`src/sv/zero_crossing_segmenter_macros.svh`:
```
// Assertion macros used by the zero-crossing segmenter controller.
`ifndef ZERO_CROSSING_SEGMENTER_MACROS_SVH
`define ZERO_CROSSING_SEGMENTER_MACROS_SVH

// Consequent must hold in the same cycle as the antecedent.
`define ZCS_ASSERT_SAME(label, ante, cons, msg) \
    label: assert property (@(posedge aclk) disable iff (!aresetn) (ante) |-> (cons)) \
        else $error(msg);

// Consequent must hold in the cycle after the antecedent.
`define ZCS_ASSERT_NEXT(label, ante, cons, msg) \
    label: assert property (@(posedge aclk) disable iff (!aresetn) (ante) |=> (cons)) \
        else $error(msg);

`endif

```
`src/sv/zcs_pkg.sv`:
```
// Shared types and constants for the zero-crossing segmenter.
`default_nettype none

package zcs_pkg;

    localparam int ZCS_SAMPLE_BITS = 16;
    localparam int ZCS_INDEX_BITS  = 16;
    localparam int ZCS_WINDOW_LEN  = 65536;
    localparam int ZCS_SUM_BITS    = 32;
    localparam int ZCS_LEN_BITS    = 17;
    localparam int ZCS_GATE_BITS   = 9;
    localparam int ZCS_CFG_IDX_BITS  = 2;
    localparam int ZCS_CFG_DATA_BITS = 15;

    typedef enum logic [ZCS_CFG_IDX_BITS-1:0] {
        CFG_AMP_THRESHOLD,
        CFG_SILENCE_LEVEL,
        CFG_SILENCE_RUN_LIMIT,
        CFG_GATE_LOW_LEVEL
    } zcs_cfg_reg_t;

    typedef struct packed {
        logic load;
        logic accum;
        logic div_start;
        logic commit;
        logic skip;
    } zcs_cmd_t;

    typedef struct packed {
        logic crossing;
        logic div_done;
        logic out_free;
    } zcs_status_t;

endpackage

`default_nettype wire

```
`src/sv/zcs_div.sv`:
```
// Bit-serial restoring divider that forms the segment mean, one quotient bit per cycle.
`default_nettype none

module zcs_div import zcs_pkg::*; (
    input  logic                    aclk,
    input  logic                    aresetn,
    input  logic                    start,
    input  logic [ZCS_SUM_BITS-1:0] dividend,
    input  logic [ZCS_LEN_BITS-1:0] divisor,
    output logic                    done,
    output logic [ZCS_SUM_BITS-1:0] quotient
);

    localparam int CntBits = $clog2(ZCS_SUM_BITS);

    logic                    busy_reg;
    logic                    done_reg;
    logic [CntBits-1:0]      cnt_reg;
    logic [ZCS_LEN_BITS-1:0] rem_reg;
    logic [ZCS_LEN_BITS-1:0] rem_next;
    logic [ZCS_SUM_BITS-1:0] quo_reg;
    logic [ZCS_SUM_BITS-1:0] quo_next;
    logic [ZCS_LEN_BITS:0]   shifted;
    logic [ZCS_LEN_BITS:0]   divisor_ext;
    logic                    fits;

    always_comb begin
        shifted     = {rem_reg, quo_reg[ZCS_SUM_BITS-1]};
        divisor_ext = {1'b0, divisor};
        fits        = (shifted >= divisor_ext);
        if (fits) begin
            rem_next = ZCS_LEN_BITS'(shifted - divisor_ext);
        end else begin
            rem_next = shifted[ZCS_LEN_BITS-1:0];
        end
        quo_next = {quo_reg[ZCS_SUM_BITS-2:0], fits};
    end

    always_ff @(posedge aclk) begin
        if (!aresetn) begin
            busy_reg <= 1'b0;
            done_reg <= 1'b0;
            cnt_reg  <= '0;
        end else if (start) begin
            busy_reg <= 1'b1;
            done_reg <= 1'b0;
            cnt_reg  <= '0;
        end else if (busy_reg) begin
            cnt_reg <= cnt_reg + CntBits'(1);
            if (cnt_reg == CntBits'(ZCS_SUM_BITS - 1)) begin
                busy_reg <= 1'b0;
                done_reg <= 1'b1;
            end
        end
    end

    always_ff @(posedge aclk) begin
        if (start) begin
            rem_reg <= '0;
            quo_reg <= dividend;
        end else if (busy_reg) begin
            rem_reg <= rem_next;
            quo_reg <= quo_next;
        end
    end

    assign done     = done_reg;
    assign quotient = quo_reg;

endmodule

`default_nettype wire

```
`src/sv/zcs_datapath.sv`:
```
// Datapath of the segmenter: configuration, segment state, crossing test and result register.
`default_nettype none

module zcs_datapath import zcs_pkg::*; (
    input  logic                                aclk,
    input  logic                                aresetn,
    input  zcs_cmd_t                            cmd,
    output zcs_status_t                         status,
    input  logic                                cfg_valid,
    input  logic [ZCS_CFG_IDX_BITS-1:0]         cfg_index,
    input  logic [ZCS_CFG_DATA_BITS-1:0]        cfg_data,
    input  logic signed [ZCS_SAMPLE_BITS-1:0]   s_sample,
    input  logic [ZCS_INDEX_BITS-1:0]           s_sample_index,
    input  logic                                s_window_start,
    input  logic                                m_ready,
    output logic                                m_valid,
    output logic [ZCS_INDEX_BITS-1:0]           m_crossing_position,
    output logic signed [ZCS_SAMPLE_BITS:0]     m_crossing_slope,
    output logic signed [ZCS_SAMPLE_BITS-1:0]   m_crossing_sample,
    output logic signed [ZCS_SAMPLE_BITS-1:0]   m_before_sample,
    output logic                                m_closed_valid,
    output logic [15:0]                         m_closed_peak,
    output logic [15:0]                         m_closed_mean,
    output logic [ZCS_GATE_BITS-1:0]            m_closed_gate,
    output logic [15:0]                         m_crossing_number,
    output logic [15:0]                         m_overall_peak
);

    localparam logic [ZCS_GATE_BITS-1:0] GATE_FULL = 9'd256;
    localparam logic [15:0]              MEAN_MAX  = 16'h8000;
    localparam logic [2:0]               RUN_MAX   = 3'd7;

    // Configuration registers.
    logic [7:0]  amp_thr_reg;
    logic [14:0] sil_level_reg;
    logic [2:0]  run_limit_reg;
    logic [8:0]  gate_low_reg;

    // Captured request.
    logic signed [ZCS_SAMPLE_BITS-1:0] in_sample_reg;
    logic [ZCS_INDEX_BITS-1:0]         in_index_reg;
    logic                              in_start_reg;

    // Segment state.
    logic signed [ZCS_SAMPLE_BITS-1:0] prev_sample_reg;
    logic [15:0]                       seg_peak_reg;
    logic [ZCS_SUM_BITS-1:0]           seg_sum_reg;
    logic [ZCS_LEN_BITS-1:0]           seg_len_reg;
    logic [15:0]                       last_mean_reg;
    logic [ZCS_LEN_BITS-1:0]           acc_count_reg;
    logic [2:0]                        silent_run_reg;
    logic [15:0]                       peak_all_reg;
    logic                              m_valid_reg;

    logic [15:0]                       mag;
    logic [15:0]                       base_peak;
    logic [ZCS_SUM_BITS-1:0]           base_sum;
    logic [ZCS_LEN_BITS-1:0]           base_len;
    logic [15:0]                       peak_acc;
    logic [ZCS_SUM_BITS:0]             sum_wide;
    logic [ZCS_SUM_BITS-1:0]           sum_acc;
    logic [ZCS_LEN_BITS-1:0]           len_acc;
    logic [23:0]                       thr_prod;
    logic [23:0]                       peak_scaled;
    logic                              crossing;
    logic                              div_done;
    logic [ZCS_SUM_BITS-1:0]           quotient;
    logic [15:0]                       mean;
    logic                              closed_valid;
    logic [ZCS_GATE_BITS-1:0]          gate_low;
    logic [ZCS_GATE_BITS-1:0]          gate;
    logic [2:0]                        silent_run_next;
    logic [15:0]                       peak_all_next;
    logic signed [ZCS_SAMPLE_BITS:0]   slope;
    logic [15:0]                       count_out;
    logic [ZCS_INDEX_BITS:0]           index_ext;
    logic [ZCS_INDEX_BITS-1:0]         position;

    zcs_div u_div (
        .aclk     (aclk),
        .aresetn  (aresetn),
        .start    (cmd.div_start),
        .dividend (seg_sum_reg),
        .divisor  (seg_len_reg),
        .done     (div_done),
        .quotient (quotient)
    );

    always_comb begin
        if (in_sample_reg[ZCS_SAMPLE_BITS-1]) begin
            mag = ~unsigned'(in_sample_reg) + 16'd1;
        end else begin
            mag = unsigned'(in_sample_reg);
        end
        base_peak = in_start_reg ? '0 : seg_peak_reg;
        base_sum  = in_start_reg ? '0 : seg_sum_reg;
        base_len  = in_start_reg ? '0 : seg_len_reg;
        peak_acc  = (mag > base_peak) ? mag : base_peak;
        sum_wide  = {1'b0, base_sum} + {17'd0, mag};
        sum_acc   = sum_wide[ZCS_SUM_BITS] ? '1 : sum_wide[ZCS_SUM_BITS-1:0];
        len_acc   = (base_len == '1) ? base_len : base_len + ZCS_LEN_BITS'(1);
    end

    always_comb begin
        thr_prod    = 24'(last_mean_reg) * 24'(amp_thr_reg);
        peak_scaled = {seg_peak_reg, 8'd0};
        crossing    = prev_sample_reg[ZCS_SAMPLE_BITS-1] && !in_sample_reg[ZCS_SAMPLE_BITS-1]
                      && (peak_scaled > thr_prod);
    end

    always_comb begin
        mean            = (quotient > 32'(MEAN_MAX)) ? MEAN_MAX : quotient[15:0];
        closed_valid    = (acc_count_reg != '0);
        gate_low        = (gate_low_reg > GATE_FULL) ? GATE_FULL : gate_low_reg;
        gate            = '0;
        silent_run_next = silent_run_reg;
        if (closed_valid) begin
            if (mean < {1'b0, sil_level_reg}) begin
                if (silent_run_reg > run_limit_reg) begin
                    gate = gate_low;
                end else begin
                    if (silent_run_reg != RUN_MAX) begin
                        silent_run_next = silent_run_reg + 3'd1;
                    end
                    gate = GATE_FULL;
                end
            end else begin
                gate            = GATE_FULL;
                silent_run_next = '0;
            end
        end
        peak_all_next = (seg_peak_reg > peak_all_reg) ? seg_peak_reg : peak_all_reg;
        slope         = {in_sample_reg[ZCS_SAMPLE_BITS-1], in_sample_reg}
                        - {prev_sample_reg[ZCS_SAMPLE_BITS-1], prev_sample_reg};
        count_out     = acc_count_reg[ZCS_LEN_BITS-1] ? 16'hFFFF : acc_count_reg[15:0];
        index_ext     = {1'b0, in_index_reg};
        if (32'(index_ext) >= ZCS_WINDOW_LEN) begin
            position = ZCS_INDEX_BITS'(ZCS_WINDOW_LEN - 1);
        end else begin
            position = in_index_reg;
        end
    end

    always_ff @(posedge aclk) begin
        if (!aresetn) begin
            amp_thr_reg   <= 8'd51;
            sil_level_reg <= 15'd33;
            run_limit_reg <= 3'd2;
            gate_low_reg  <= 9'd51;
        end else if (cfg_valid) begin
            case (cfg_index)
                CFG_AMP_THRESHOLD:     amp_thr_reg   <= cfg_data[7:0];
                CFG_SILENCE_LEVEL:     sil_level_reg <= cfg_data[14:0];
                CFG_SILENCE_RUN_LIMIT: run_limit_reg <= cfg_data[2:0];
                CFG_GATE_LOW_LEVEL:    gate_low_reg  <= cfg_data[8:0];
                default: begin
                end
            endcase
        end
    end

    always_ff @(posedge aclk) begin
        if (cmd.load) begin
            in_sample_reg <= s_sample;
            in_index_reg  <= s_sample_index;
            in_start_reg  <= s_window_start;
        end
    end

    always_ff @(posedge aclk) begin
        if (!aresetn) begin
            prev_sample_reg <= '0;
            seg_peak_reg    <= '0;
            seg_sum_reg     <= '0;
            seg_len_reg     <= '0;
            last_mean_reg   <= '0;
            acc_count_reg   <= '0;
            silent_run_reg  <= '0;
            peak_all_reg    <= '0;
            m_valid_reg     <= 1'b0;
        end else begin
            if (cmd.accum) begin
                seg_peak_reg <= peak_acc;
                seg_sum_reg  <= sum_acc;
                seg_len_reg  <= len_acc;
                if (in_start_reg) begin
                    last_mean_reg <= '0;
                    acc_count_reg <= '0;
                end
            end
            if (cmd.skip) begin
                prev_sample_reg <= in_sample_reg;
            end
            if (cmd.commit) begin
                prev_sample_reg <= in_sample_reg;
                last_mean_reg   <= mean;
                seg_peak_reg    <= '0;
                seg_sum_reg     <= '0;
                seg_len_reg     <= '0;
                if (acc_count_reg != '1) begin
                    acc_count_reg <= acc_count_reg + ZCS_LEN_BITS'(1);
                end
                silent_run_reg  <= silent_run_next;
                peak_all_reg    <= peak_all_next;
                m_valid_reg     <= 1'b1;
            end else if (m_ready) begin
                m_valid_reg <= 1'b0;
            end
        end
    end

    always_ff @(posedge aclk) begin
        if (cmd.commit) begin
            m_crossing_position <= position;
            m_crossing_slope    <= slope;
            m_crossing_sample   <= in_sample_reg;
            m_before_sample     <= prev_sample_reg;
            m_closed_valid      <= closed_valid;
            m_closed_peak       <= closed_valid ? seg_peak_reg : 16'd0;
            m_closed_mean       <= closed_valid ? mean : 16'd0;
            m_closed_gate       <= gate;
            m_crossing_number   <= count_out;
            m_overall_peak      <= peak_all_next;
        end
    end

    assign status.crossing = crossing;
    assign status.div_done = div_done;
    assign status.out_free = !m_valid_reg || m_ready;
    assign m_valid         = m_valid_reg;

endmodule

`default_nettype wire

```
`src/sv/zcs_ctrl.sv`:
```
// Controller state machine that sequences each request through the datapath.
`default_nettype none

`include "zero_crossing_segmenter_macros.svh"

module zcs_ctrl import zcs_pkg::*; (
    input  logic        aclk,
    input  logic        aresetn,
    input  logic        s_valid,
    output logic        s_ready,
    input  zcs_status_t status,
    output zcs_cmd_t    cmd
);

    typedef enum logic [2:0] {
        ST_IDLE,
        ST_ACCUM,
        ST_CHECK,
        ST_DIV,
        ST_FINISH
    } state_t;

    state_t state_reg;
    state_t state_next;

    always_comb begin
        cmd        = '0;
        state_next = state_reg;
        case (state_reg)
            ST_IDLE: begin
                if (s_valid) begin
                    cmd.load   = 1'b1;
                    state_next = ST_ACCUM;
                end
            end
            ST_ACCUM: begin
                cmd.accum  = 1'b1;
                state_next = ST_CHECK;
            end
            ST_CHECK: begin
                if (status.crossing) begin
                    cmd.div_start = 1'b1;
                    state_next    = ST_DIV;
                end else begin
                    cmd.skip   = 1'b1;
                    state_next = ST_IDLE;
                end
            end
            ST_DIV: begin
                if (status.div_done) begin
                    state_next = ST_FINISH;
                end
            end
            ST_FINISH: begin
                if (status.out_free) begin
                    cmd.commit = 1'b1;
                    state_next = ST_IDLE;
                end
            end
            default: begin
                state_next = ST_IDLE;
            end
        endcase
    end

    always_ff @(posedge aclk) begin
        if (!aresetn) begin
            state_reg <= ST_IDLE;
        end else begin
            state_reg <= state_next;
        end
    end

    assign s_ready = (state_reg == ST_IDLE);

    `ZCS_ASSERT_SAME(a_commit_needs_room, cmd.commit, status.out_free, "result committed over a waiting result")
    `ZCS_ASSERT_NEXT(a_load_then_fold, cmd.load, cmd.accum, "captured request was not folded next cycle")
    `ZCS_ASSERT_SAME(a_single_command, 1'b1, $onehot0(cmd), "more than one datapath command at once")
    `ZCS_ASSERT_NEXT(a_div_clears_done, cmd.div_start, !status.div_done && state_reg == ST_DIV, "divider done not cleared on start")

endmodule

`default_nettype wire

```
`src/sv/zero_crossing_segmenter.sv`:
```
// Top level of the zero-crossing segmenter: controller, datapath and ports.
//
//   Channel   Direction  Handshake            Carries
//   s_        in         s_valid / s_ready    sample, sample index, window start
//   m_        out        m_valid / m_ready    one record per accepted rising crossing
//   cfg_      in         cfg_valid/cfg_ready  register index and write data
//
// A sample that is not an accepted crossing passes through the idle, accumulate and check states.
// An accepted crossing then waits in the divide state on the serial divider, which forms
// the segment mean one quotient bit per cycle, and commits once the output register is free.
// Reset is synchronous and clears all segment state at once; no clearing pass.
// A finished record waits in the output register while the next sample is taken;
// a further crossing holds in its last step until that register is free.
`default_nettype none

module zero_crossing_segmenter import zcs_pkg::*; (
    input  logic                                aclk,
    input  logic                                aresetn,
    input  logic                                s_valid,
    output logic                                s_ready,
    input  logic signed [ZCS_SAMPLE_BITS-1:0]   s_sample,
    input  logic [ZCS_INDEX_BITS-1:0]           s_sample_index,
    input  logic                                s_window_start,
    output logic                                m_valid,
    input  logic                                m_ready,
    output logic [ZCS_INDEX_BITS-1:0]           m_crossing_position,
    output logic signed [ZCS_SAMPLE_BITS:0]     m_crossing_slope,
    output logic signed [ZCS_SAMPLE_BITS-1:0]   m_crossing_sample,
    output logic signed [ZCS_SAMPLE_BITS-1:0]   m_before_sample,
    output logic                                m_closed_valid,
    output logic [15:0]                         m_closed_peak,
    output logic [15:0]                         m_closed_mean,
    output logic [ZCS_GATE_BITS-1:0]            m_closed_gate,
    output logic [15:0]                         m_crossing_number,
    output logic [15:0]                         m_overall_peak,
    input  logic                                cfg_valid,
    output logic                                cfg_ready,
    input  logic [ZCS_CFG_IDX_BITS-1:0]         cfg_index,
    input  logic [ZCS_CFG_DATA_BITS-1:0]        cfg_data
);

    zcs_cmd_t    cmd;
    zcs_status_t status;

    assign cfg_ready = 1'b1;

    zcs_ctrl u_ctrl (
        .aclk    (aclk),
        .aresetn (aresetn),
        .s_valid (s_valid),
        .s_ready (s_ready),
        .status  (status),
        .cmd     (cmd)
    );

    zcs_datapath u_datapath (
        .aclk                (aclk),
        .aresetn             (aresetn),
        .cmd                 (cmd),
        .status              (status),
        .cfg_valid           (cfg_valid),
        .cfg_index           (cfg_index),
        .cfg_data            (cfg_data),
        .s_sample            (s_sample),
        .s_sample_index      (s_sample_index),
        .s_window_start      (s_window_start),
        .m_ready             (m_ready),
        .m_valid             (m_valid),
        .m_crossing_position (m_crossing_position),
        .m_crossing_slope    (m_crossing_slope),
        .m_crossing_sample   (m_crossing_sample),
        .m_before_sample     (m_before_sample),
        .m_closed_valid      (m_closed_valid),
        .m_closed_peak       (m_closed_peak),
        .m_closed_mean       (m_closed_mean),
        .m_closed_gate       (m_closed_gate),
        .m_crossing_number   (m_crossing_number),
        .m_overall_peak      (m_overall_peak)
    );

endmodule

`default_nettype wire
```
`config.mk`:
```
export PLATFORM = sky130hd
export DESIGN_NAME = zero_crossing_segmenter
export DESIGN_NICKNAME = d
export VERILOG_FILES = /design/src/sv/zcs_pkg.sv /design/src/sv/zcs_div.sv /design/src/sv/zcs_datapath.sv /design/src/sv/zcs_ctrl.sv /design/src/sv/zero_crossing_segmenter.sv
export VERILOG_INCLUDE_DIRS = /design/src /design/src/sv
export SDC_FILE = /design/constraint.sdc
export NUM_CORES = 1
export LEC_CHECK = 0
export BUFFER_PORTS_ARGS = -buffer_cell sky130_fd_sc_hd__buf_4
export CAP_MARGIN = 20
export CELL_PAD_IN_SITES_DETAIL_PLACEMENT = 2
export CELL_PAD_IN_SITES_GLOBAL_PLACEMENT = 2
export CORE_UTILIZATION = 42
export CTS_CLUSTER_DIAMETER = 40
export DETAILED_ROUTE_END_ITERATION = 10
export GPL_ROUTABILITY_DRIVEN = 1
export HOLD_SLACK_MARGIN = 0.08
export PLACE_DENSITY_LB_ADDON = 0.1
export SLEW_MARGIN = 30
export SYNTH_ARGS = -nofsm -noshare
export SYNTH_HDL_FRONTEND = slang
export SYNTH_SLANG_ARGS = --single-unit
```
`constraint.sdc`:
```
create_clock -name aclk -period 19.3 [get_ports aclk]
set_clock_uncertainty 0.2 [all_clocks]
set_input_delay 2.895 -clock aclk [delete_from_list [all_inputs] [get_ports aclk]]
set_output_delay 2.895 -clock aclk [all_outputs]
set_load 0.005 [all_outputs]
```
# After elaboration in Yosys (flattened, before gate mapping)
# Index checks and enable logic that the tools add are counted.
[word_totals] reg_bits=400
[classes] addsub=8 multipliers=1 n_lt_le_gt_ge=8 n_eq_ne=16 n_mux=46 bitwise_logic=5 reduce_logical=24
[ops] operator="two-way mux 16 bit" count=10
[ops] operator="two-way mux 32 bit" count=4
[ops] operator="two-way mux 17 bit" count=7
[ops] operator="adder 17 x 1 -> 17 bit, second input constant" count=2
[ops] operator="adder 32 x 16 -> 33 bit" count=1
[ops] operator="greater-than comparator 16 bit" count=2
[ops] operator="greater-than comparator 32 x 16 -> 1 bit, second input constant" count=1
[ops] operator="two-way mux 9 bit" count=3
[ops] operator="greater-than comparator 24 bit" count=1
[ops] operator="multiplier 16 x 8 -> 24 bit" count=1
[ops] operator="greater-or-equal comparator 18 x 17 -> 1 bit" count=1
[ops] operator="two-way mux 3 bit" count=6
[ops] operator="== test 17 bit, second input constant" count=1
[ops] operator="inequality test 17 bit, second input constant" count=1
[ops] operator="nonzero test 17 bit" count=1
[ops] operator="subtractor 16 x 16 -> 17 bit" count=1
[ops] operator="subtractor 17 bit" count=1
[ops] operator="adder 16 x 1 -> 16 bit, second input constant" count=1
[ops] operator="< comparator 16 x 15 -> 1 bit" count=1
[ops] operator="NOT 16 bit" count=1
[ops] operator="case mux 3 bit (5 select lines)" count=1
[ops] operator="two-way mux 1 bit" count=14
[ops] operator="AND reduction 2 bit" count=6
[ops] operator="nonzero test 2 bit" count=5
[ops] operator="24 further kinds" count=35

# Longest topological paths before layout
[depth] ltp_word=7 ltp_mapped=30 ltp_nobuf=27

# Cells and area by module
# A second synthesis with hierarchy kept.
[unflattened] cells_unflattened=2406 hier_area_um2=24254.5
[by_module_without_submodules] module="zcs_datapath" n_inst=1 cells_per_inst=2062 area_each_um2=20638.5
[by_module_without_submodules] module="zcs_div" n_inst=1 cells_per_inst=319 area_each_um2=3380.7
[by_module_without_submodules] module="zcs_ctrl" n_inst=1 cells_per_inst=23 area_each_um2=224.0
[by_module_without_submodules] module="zero_crossing_segmenter" n_inst=1 cells_per_inst=2 area_each_um2=11.3

# Least setup slack after synthesis
# Ideal clock, no wire load.
[synth_timing] path_kind="in2reg" startpoint="in m_ready" endpoint="reg u_datapath.last_mean_reg[10]" arrival_ps=8033 required_ps=19015 setup_slack_ps=10982 cell_stages=7 n_path_buf=2 path_cell_list="nand2b_1 nand3_1 inv_1 clkbuf_1 clkbuf_1 a22oi_1 nor2_1"
[synth_rtl] element="start: declaration" line="zero_crossing_segmenter.sv:25" source="input logic m_ready,"
[synth_rtl] element="end signal: assignment" line="zcs_datapath.sv:196" source="last_mean_reg <= mean;"
[synth_rtl] element="end: declaration" line="zcs_datapath.sv:49" source="logic [15:0] last_mean_reg;"

# Worst setup path after layout
[layout_timing] startpoint="reg u_datapath.amp_thr_reg[6]" endpoint="reg u_datapath.u_div.quo_reg[24], in the netlist u_datapath.u_div.quotient[24] (enable)"
[layout_via] elab_chain_cells=6
[layout_lines] element="start: declaration" line="zcs_datapath.sv:34" source="logic [7:0] amp_thr_reg;"
[layout_lines] element="start signal: assignment" line="zcs_datapath.sv:152" source="CFG_AMP_THRESHOLD: amp_thr_reg <= cfg_data[7:0];"
[layout_lines] element="multiplier 16 x 8 -> 24 bit" line="zcs_datapath.sv:105" source="thr_prod = 24'(last_mean_reg) * 24'(amp_thr_reg);"
[layout_lines] element="greater-than comparator 24 bit" line="zcs_datapath.sv:108" source="&& (peak_scaled > thr_prod);"
[layout_lines] element="logical AND 1 bit" line="zcs_datapath.sv:108"
[layout_lines] element="two-way mux 1 bit" line="zcs_ctrl.sv:41" source="if (status.crossing) begin"
[layout_lines] element="two-way mux 1 bit" line="zcs_ctrl.sv:29" source="case (state_reg)"
[layout_lines] element="nonzero test 2 bit (no line)"
[layout_lines] element="end signal: assignment" line="zcs_div.sv:60" source="quo_reg <= dividend;"
[layout_lines] element="end signal: assignment" line="zcs_div.sv:63" source="quo_reg <= quo_next;"
[layout_lines] element="end: declaration" line="zcs_div.sv:21" source="logic [ZCS_SUM_BITS-1:0] quo_reg;"
# No other way between the ends.
# A chain may end at the register's enable or synchronous reset.

==> results by stage <==
Drt:
- The final wirelength is ~84000 µm.
- The first routing iteration left 971 violations.
- The count of nets left with antenna violations once routing finished came out at 0.
- The post-detailed-route wirelength per cell is ~25 µm.
- In the routed design, unresolved DRC markers number 0.
- Across all layers, the routed design uses about 20000 vias.
- The ratio of routed vias to standard cells is between 5 and 6.
- The detailed-router iteration count before antenna repair is 5.

Global route:
- The pin count of the biggest net entering global routing is 86.
- The met2 usage in global routing is between 50% and 60%.
- Summed over all layers, the global routing overflow is 0.
- The number of antenna violations at the first check in global routing is 1.
- The global-route track usage on met1 is 34.1%.
- The via count of the first global-routing pass is roughly 22000.
- For this run, the total global-route usage over all layers was measured as roughly 29%.
- The first-pass GRT wire length is ~130000 µm.
- In the global route stage, met3 resource usage came out at roughly 4%.
- The global routing stage identified its most utilized layer as met2.

STA:
- The slew of the pin with the lowest slew margin is 1.01 ns.
- Setup repair after global routing left no endpoint under its margin.
- Final hold analysis gives a worst-case slack of 0.221 ns.
- The max-slew violation count is 0.
- Setup violations remaining at the end of the flow were counted as 0.
- Adding up every negative setup slack in the final design gives 0 ns.
- Static timing analysis puts the maximum clock frequency at 107 MHz.
- The time the final worst path needs with I/O delays and setup is 9.33 ns.
- Headroom to the max-slew limit came out at around 32%.
- The period utilization is about half.
- The count of endpoints failing hold in the final timing report is 0.

Pwr:
- Summed over all cells, the static leakage comes to 12.0 nW.
- The internal portion of total power is 0.00196 W.
- The net switching power is just under 0.0007 W.
- Registers are responsible for about a third of the overall power.
- The share of total power dissipated in the clock network is 54.1%.
- The combinational share of power is approximately a tenth.
- The total power divided by cell area is between 90 and 100 nW/µm².
- The worst-case IR drop observed on VDD is 0.0000777 V.
- The switching share of power is approximately 26%.

Yosys:
- The post-synthesis net count is between 2000 and 3000.
- During synthesis, Yosys emitted a total of 0 warnings.
- The average cell area after synthesis is 10.0 µm².
- The synthesized design contains 400 register bits.
- The post-synthesis cell count is 2386.
- The number of different library cells in the post-synthesis netlist is 86.
- In this run, synthesis inferred roughly 200 flip-flops with an integrated enable.
- The cell area after synthesis is 23900 µm².
- The leading register cell type out of synthesis is sky130_fd_sc_hd__edfxtp_1.
- The proportion of register bits with asynchronous set or reset after synthesis is 0%.
- The share of the Yosys chip area taken by registers is between 40% and 50%.

Outcome:
- The flow ran to the end, and the final reports show no timing, DRC or antenna violations.

Critical path:
- The largest single stage delay on the critical path is ~0.74 ns.
- The type of destination of the critical path is a flop.
- At the worst endpoint, the arrival time is between 9 and 10 ns.
- The worst setup path category is flop to flop.
- The maximum net fanout on the critical path is between 50 and 60.
- The data required time of the worst path is roughly 19 ns.
- The worst setup path is launched from a flop.
- The cell with the largest stage delay on the worst path is sky130_fd_sc_hd__or2_2.
- The cell occurring most often along the worst timing path is sky130_fd_sc_hd__fa_1.

Die:
- The initial core utilization is 42.4%.
- The number of top-level pins is a little under 200.
- In this run the vertical extent of the chip is about 240 µm.
- The floorplan step set the die width to around 240 µm.
- The region available for standard cell placement spans about 56000 µm².
- The total die area is a little under 60000 µm².
- The number of core rows is between 80 and 90.

Placement:
- The routability congestion estimate from global placement is between 0.8 and 0.9.
- Input and output buffers added on the ports amount to 195.
- The wire-length estimate of the detail-placed layout is 58200 µm.

Clock tree:
- TritonCTS built the clock tree.
- The deepest clock path buffer count is 3.
- The cell at the root of the clock tree is sky130_fd_sc_hd__clkbuf_16.
- The later pin in the worst-skew pair is clocked with a latency of 0.61 ns.
- The maximum level of the CTS H-tree is 3.
- Clock-pin slew was measured on the worst setup and hold paths at roughly 0.05 ns.
- In this run the post-CTS setup repair buffer count came out at 0.
- The number of clock buffers added by TritonCTS is 78.
- The TritonCTS sink count is 400.
- Once the clock tree was built, the resizer swapped 0 gates to a different size.
- The number of hold buffers added after CTS was 0.

Flow run:
- Max-cap violations in this run came to 0.

Final layout:
- From synthesis to final layout, the design area changed by 20.8%.
- The fraction of layout cells with a size suffix above 1 is roughly 17%.
- The fill cell instance count of the final layout is ~5800.
- In the final design database the tool counted 2904 nets.
- The diode insertion count for antenna repair is 0.

Min path:
- The path class of the tightest hold or removal check is flop to flop.
## path summary, 6_finish.rpt
path | from | endpoint | slack, ns | cells past startpoint
max reg2reg | u_datapath.amp_thr_reg[6]$_SDFFE_PN0P_ | u_datapath.u_div.quotient[24]$_DFFE_PP_ | 9.97 | 25
min reg2reg | u_datapath.in_index_reg[10]$_DFFE_PP_ | u_datapath.m_crossing_position[10]$_DFFE_PP_ | 0.22 | 0
min | u_datapath.in_index_reg[10]$_DFFE_PP_ | u_datapath.m_crossing_position[10]$_DFFE_PP_ | 0.22 | 0
max | u_datapath.amp_thr_reg[6]$_SDFFE_PN0P_ | u_datapath.u_div.quotient[24]$_DFFE_PP_ | 9.97 | 25
## metrics by stage
| stage | util [%] | cells | worst slack [ns] | total power, W | cell area, µm² |
|---|---|---|---|---|---|
| finish | 51.2 | 3413 | 9.97 | 0.00265 | 28800 |
| floorplan | - | 2386 | 10.98 | 0.00113 | 23900 |
| CTS | 51.2 | 3413 | 9.94 | 0.00267 | 28800 |
| global placement | 46.3 | 3270 | 10.67 | 0.00120 | 26100 |
| global route | 51.2 | 3413 | 9.44 | 0.00273 | 28800 |
| detailed placement | 46.3 | 3270 | 10.0 | 0.00122 | 26100 |
## synth_stat cells, types with 13 or more instances
master                      number  area, µm²
sky130_fd_sc_hd__nand2_1       216        811
sky130_fd_sc_hd__edfxtp_1      204       6130
sky130_fd_sc_hd__inv_1         200        751
sky130_fd_sc_hd__dfxtp_1       196       3920
sky130_fd_sc_hd__ha_1          168       2100
sky130_fd_sc_hd__nor2_1        154        578
sky130_fd_sc_hd__and2_1        147        920
sky130_fd_sc_hd__a21oi_1       118        591
sky130_fd_sc_hd__fa_1           87       1740
sky130_fd_sc_hd__nand3_1        76        380
sky130_fd_sc_hd__o21ai_0        76        380
sky130_fd_sc_hd__clkbuf_1       66        248
sky130_fd_sc_hd__mux2_2         48        541
sky130_fd_sc_hd__xnor2_1        47        412
sky130_fd_sc_hd__nor3_1         42        210
sky130_fd_sc_hd__mux2i_1        41        410
sky130_fd_sc_hd__nor2b_1        37        231
sky130_fd_sc_hd__xor2_1         37        324
sky130_fd_sc_hd__and3_1         35        219
sky130_fd_sc_hd__a21o_1         30        225
sky130_fd_sc_hd__or2_2          27        169
sky130_fd_sc_hd__nand4_1        25        156
sky130_fd_sc_hd__a211oi_1       23        173
sky130_fd_sc_hd__a31oi_1        22        138
sky130_fd_sc_hd__a22oi_1        20        150
sky130_fd_sc_hd__o2111ai_1      20        175
sky130_fd_sc_hd__o21a_1         19        143
sky130_fd_sc_hd__nand2b_1       18        113
sky130_fd_sc_hd__nor4_1         18        113
sky130_fd_sc_hd__a32o_1         16        160
sky130_fd_sc_hd__or3_1          13       81.3
## layer usage
layer | part of all wire (%) | wire length (µm)
met1 | 40 | 33900
met2 | 54 | 45200
met3 | 3.0 | 2530
met4 | 3.2 | 2680
met5 | 0 | 0
## cell usage in the layout, fill, tap and decap left out, types with 75 or more instances in the layout
cell type	n
sky130_fd_sc_hd__a21oi_1	118
sky130_fd_sc_hd__and2_1	145
sky130_fd_sc_hd__buf_4	214
sky130_fd_sc_hd__clkbuf_16	80
sky130_fd_sc_hd__dfxtp_1	196
sky130_fd_sc_hd__edfxtp_1	204
sky130_fd_sc_hd__fa_1	87
sky130_fd_sc_hd__ha_1	168
sky130_fd_sc_hd__inv_1	199
sky130_fd_sc_hd__nand2_1	216
sky130_fd_sc_hd__nand3_1	76
sky130_fd_sc_hd__nor2_1	153
sky130_fd_sc_hd__o21ai_0	75
## area by class of cell
type	count	area (µm²)	share of cell area (%)
multi-input cells	1698	12700	44.1
flip-flops and latches	400	10000	34.9
clock buffers	94	2090	7.27
repair buffers	214	1610	5.57
well taps	756	946	3.28
inverters	202	763	2.65
clock inverters	49	648	2.25
## critical path, delay by kind of cell (launching register included)
family                   cells  cell delay, ns
XOR/XNOR                     1            0.14
AO/OA/AOI/OAI                7            2.25
flip-flops                   1            0.67
AND/OR/NAND/NOR              8            2.25
adder cells (fa/ha/maj)      6            2.75
buffers and inverters        3            0.63
## power groups by stage
| stage | Clock (W) | Sequential [W] | Combinational, W |
|---|---|---|---|
| final | 0.00144 | 0.000934 | 0.000283 |
| after global routing | 0.00149 | 0.000935 | 0.000306 |
| after CTS | 0.00145 | 0.000934 | 0.000282 |
| after detailed placement | 0 | 0.000950 | 0.000271 |
| after global placement | 0 | 0.000948 | 0.000253 |
| after floorplan | 0 | 0.000936 | 0.000194 |
## logic make-up (layout without fill, tap and decap cells)
kind of cell / Yosys count / in the layout / synth area share, %
simple gates: 833 / 833 / 17.6
compound gates: 436 / 436 / 12.4
flops: 400 / 400 / 42.1
buf+inv: 288 / 559 / 4.70
fa+ha+maj: 255 / 255 / 16.1
mux: 89 / 89 / 3.98
xor+xnor: 84 / 84 / 3.08
other cells: 1 / 1 / 0.0157
(Power assumes the default switching activity.)
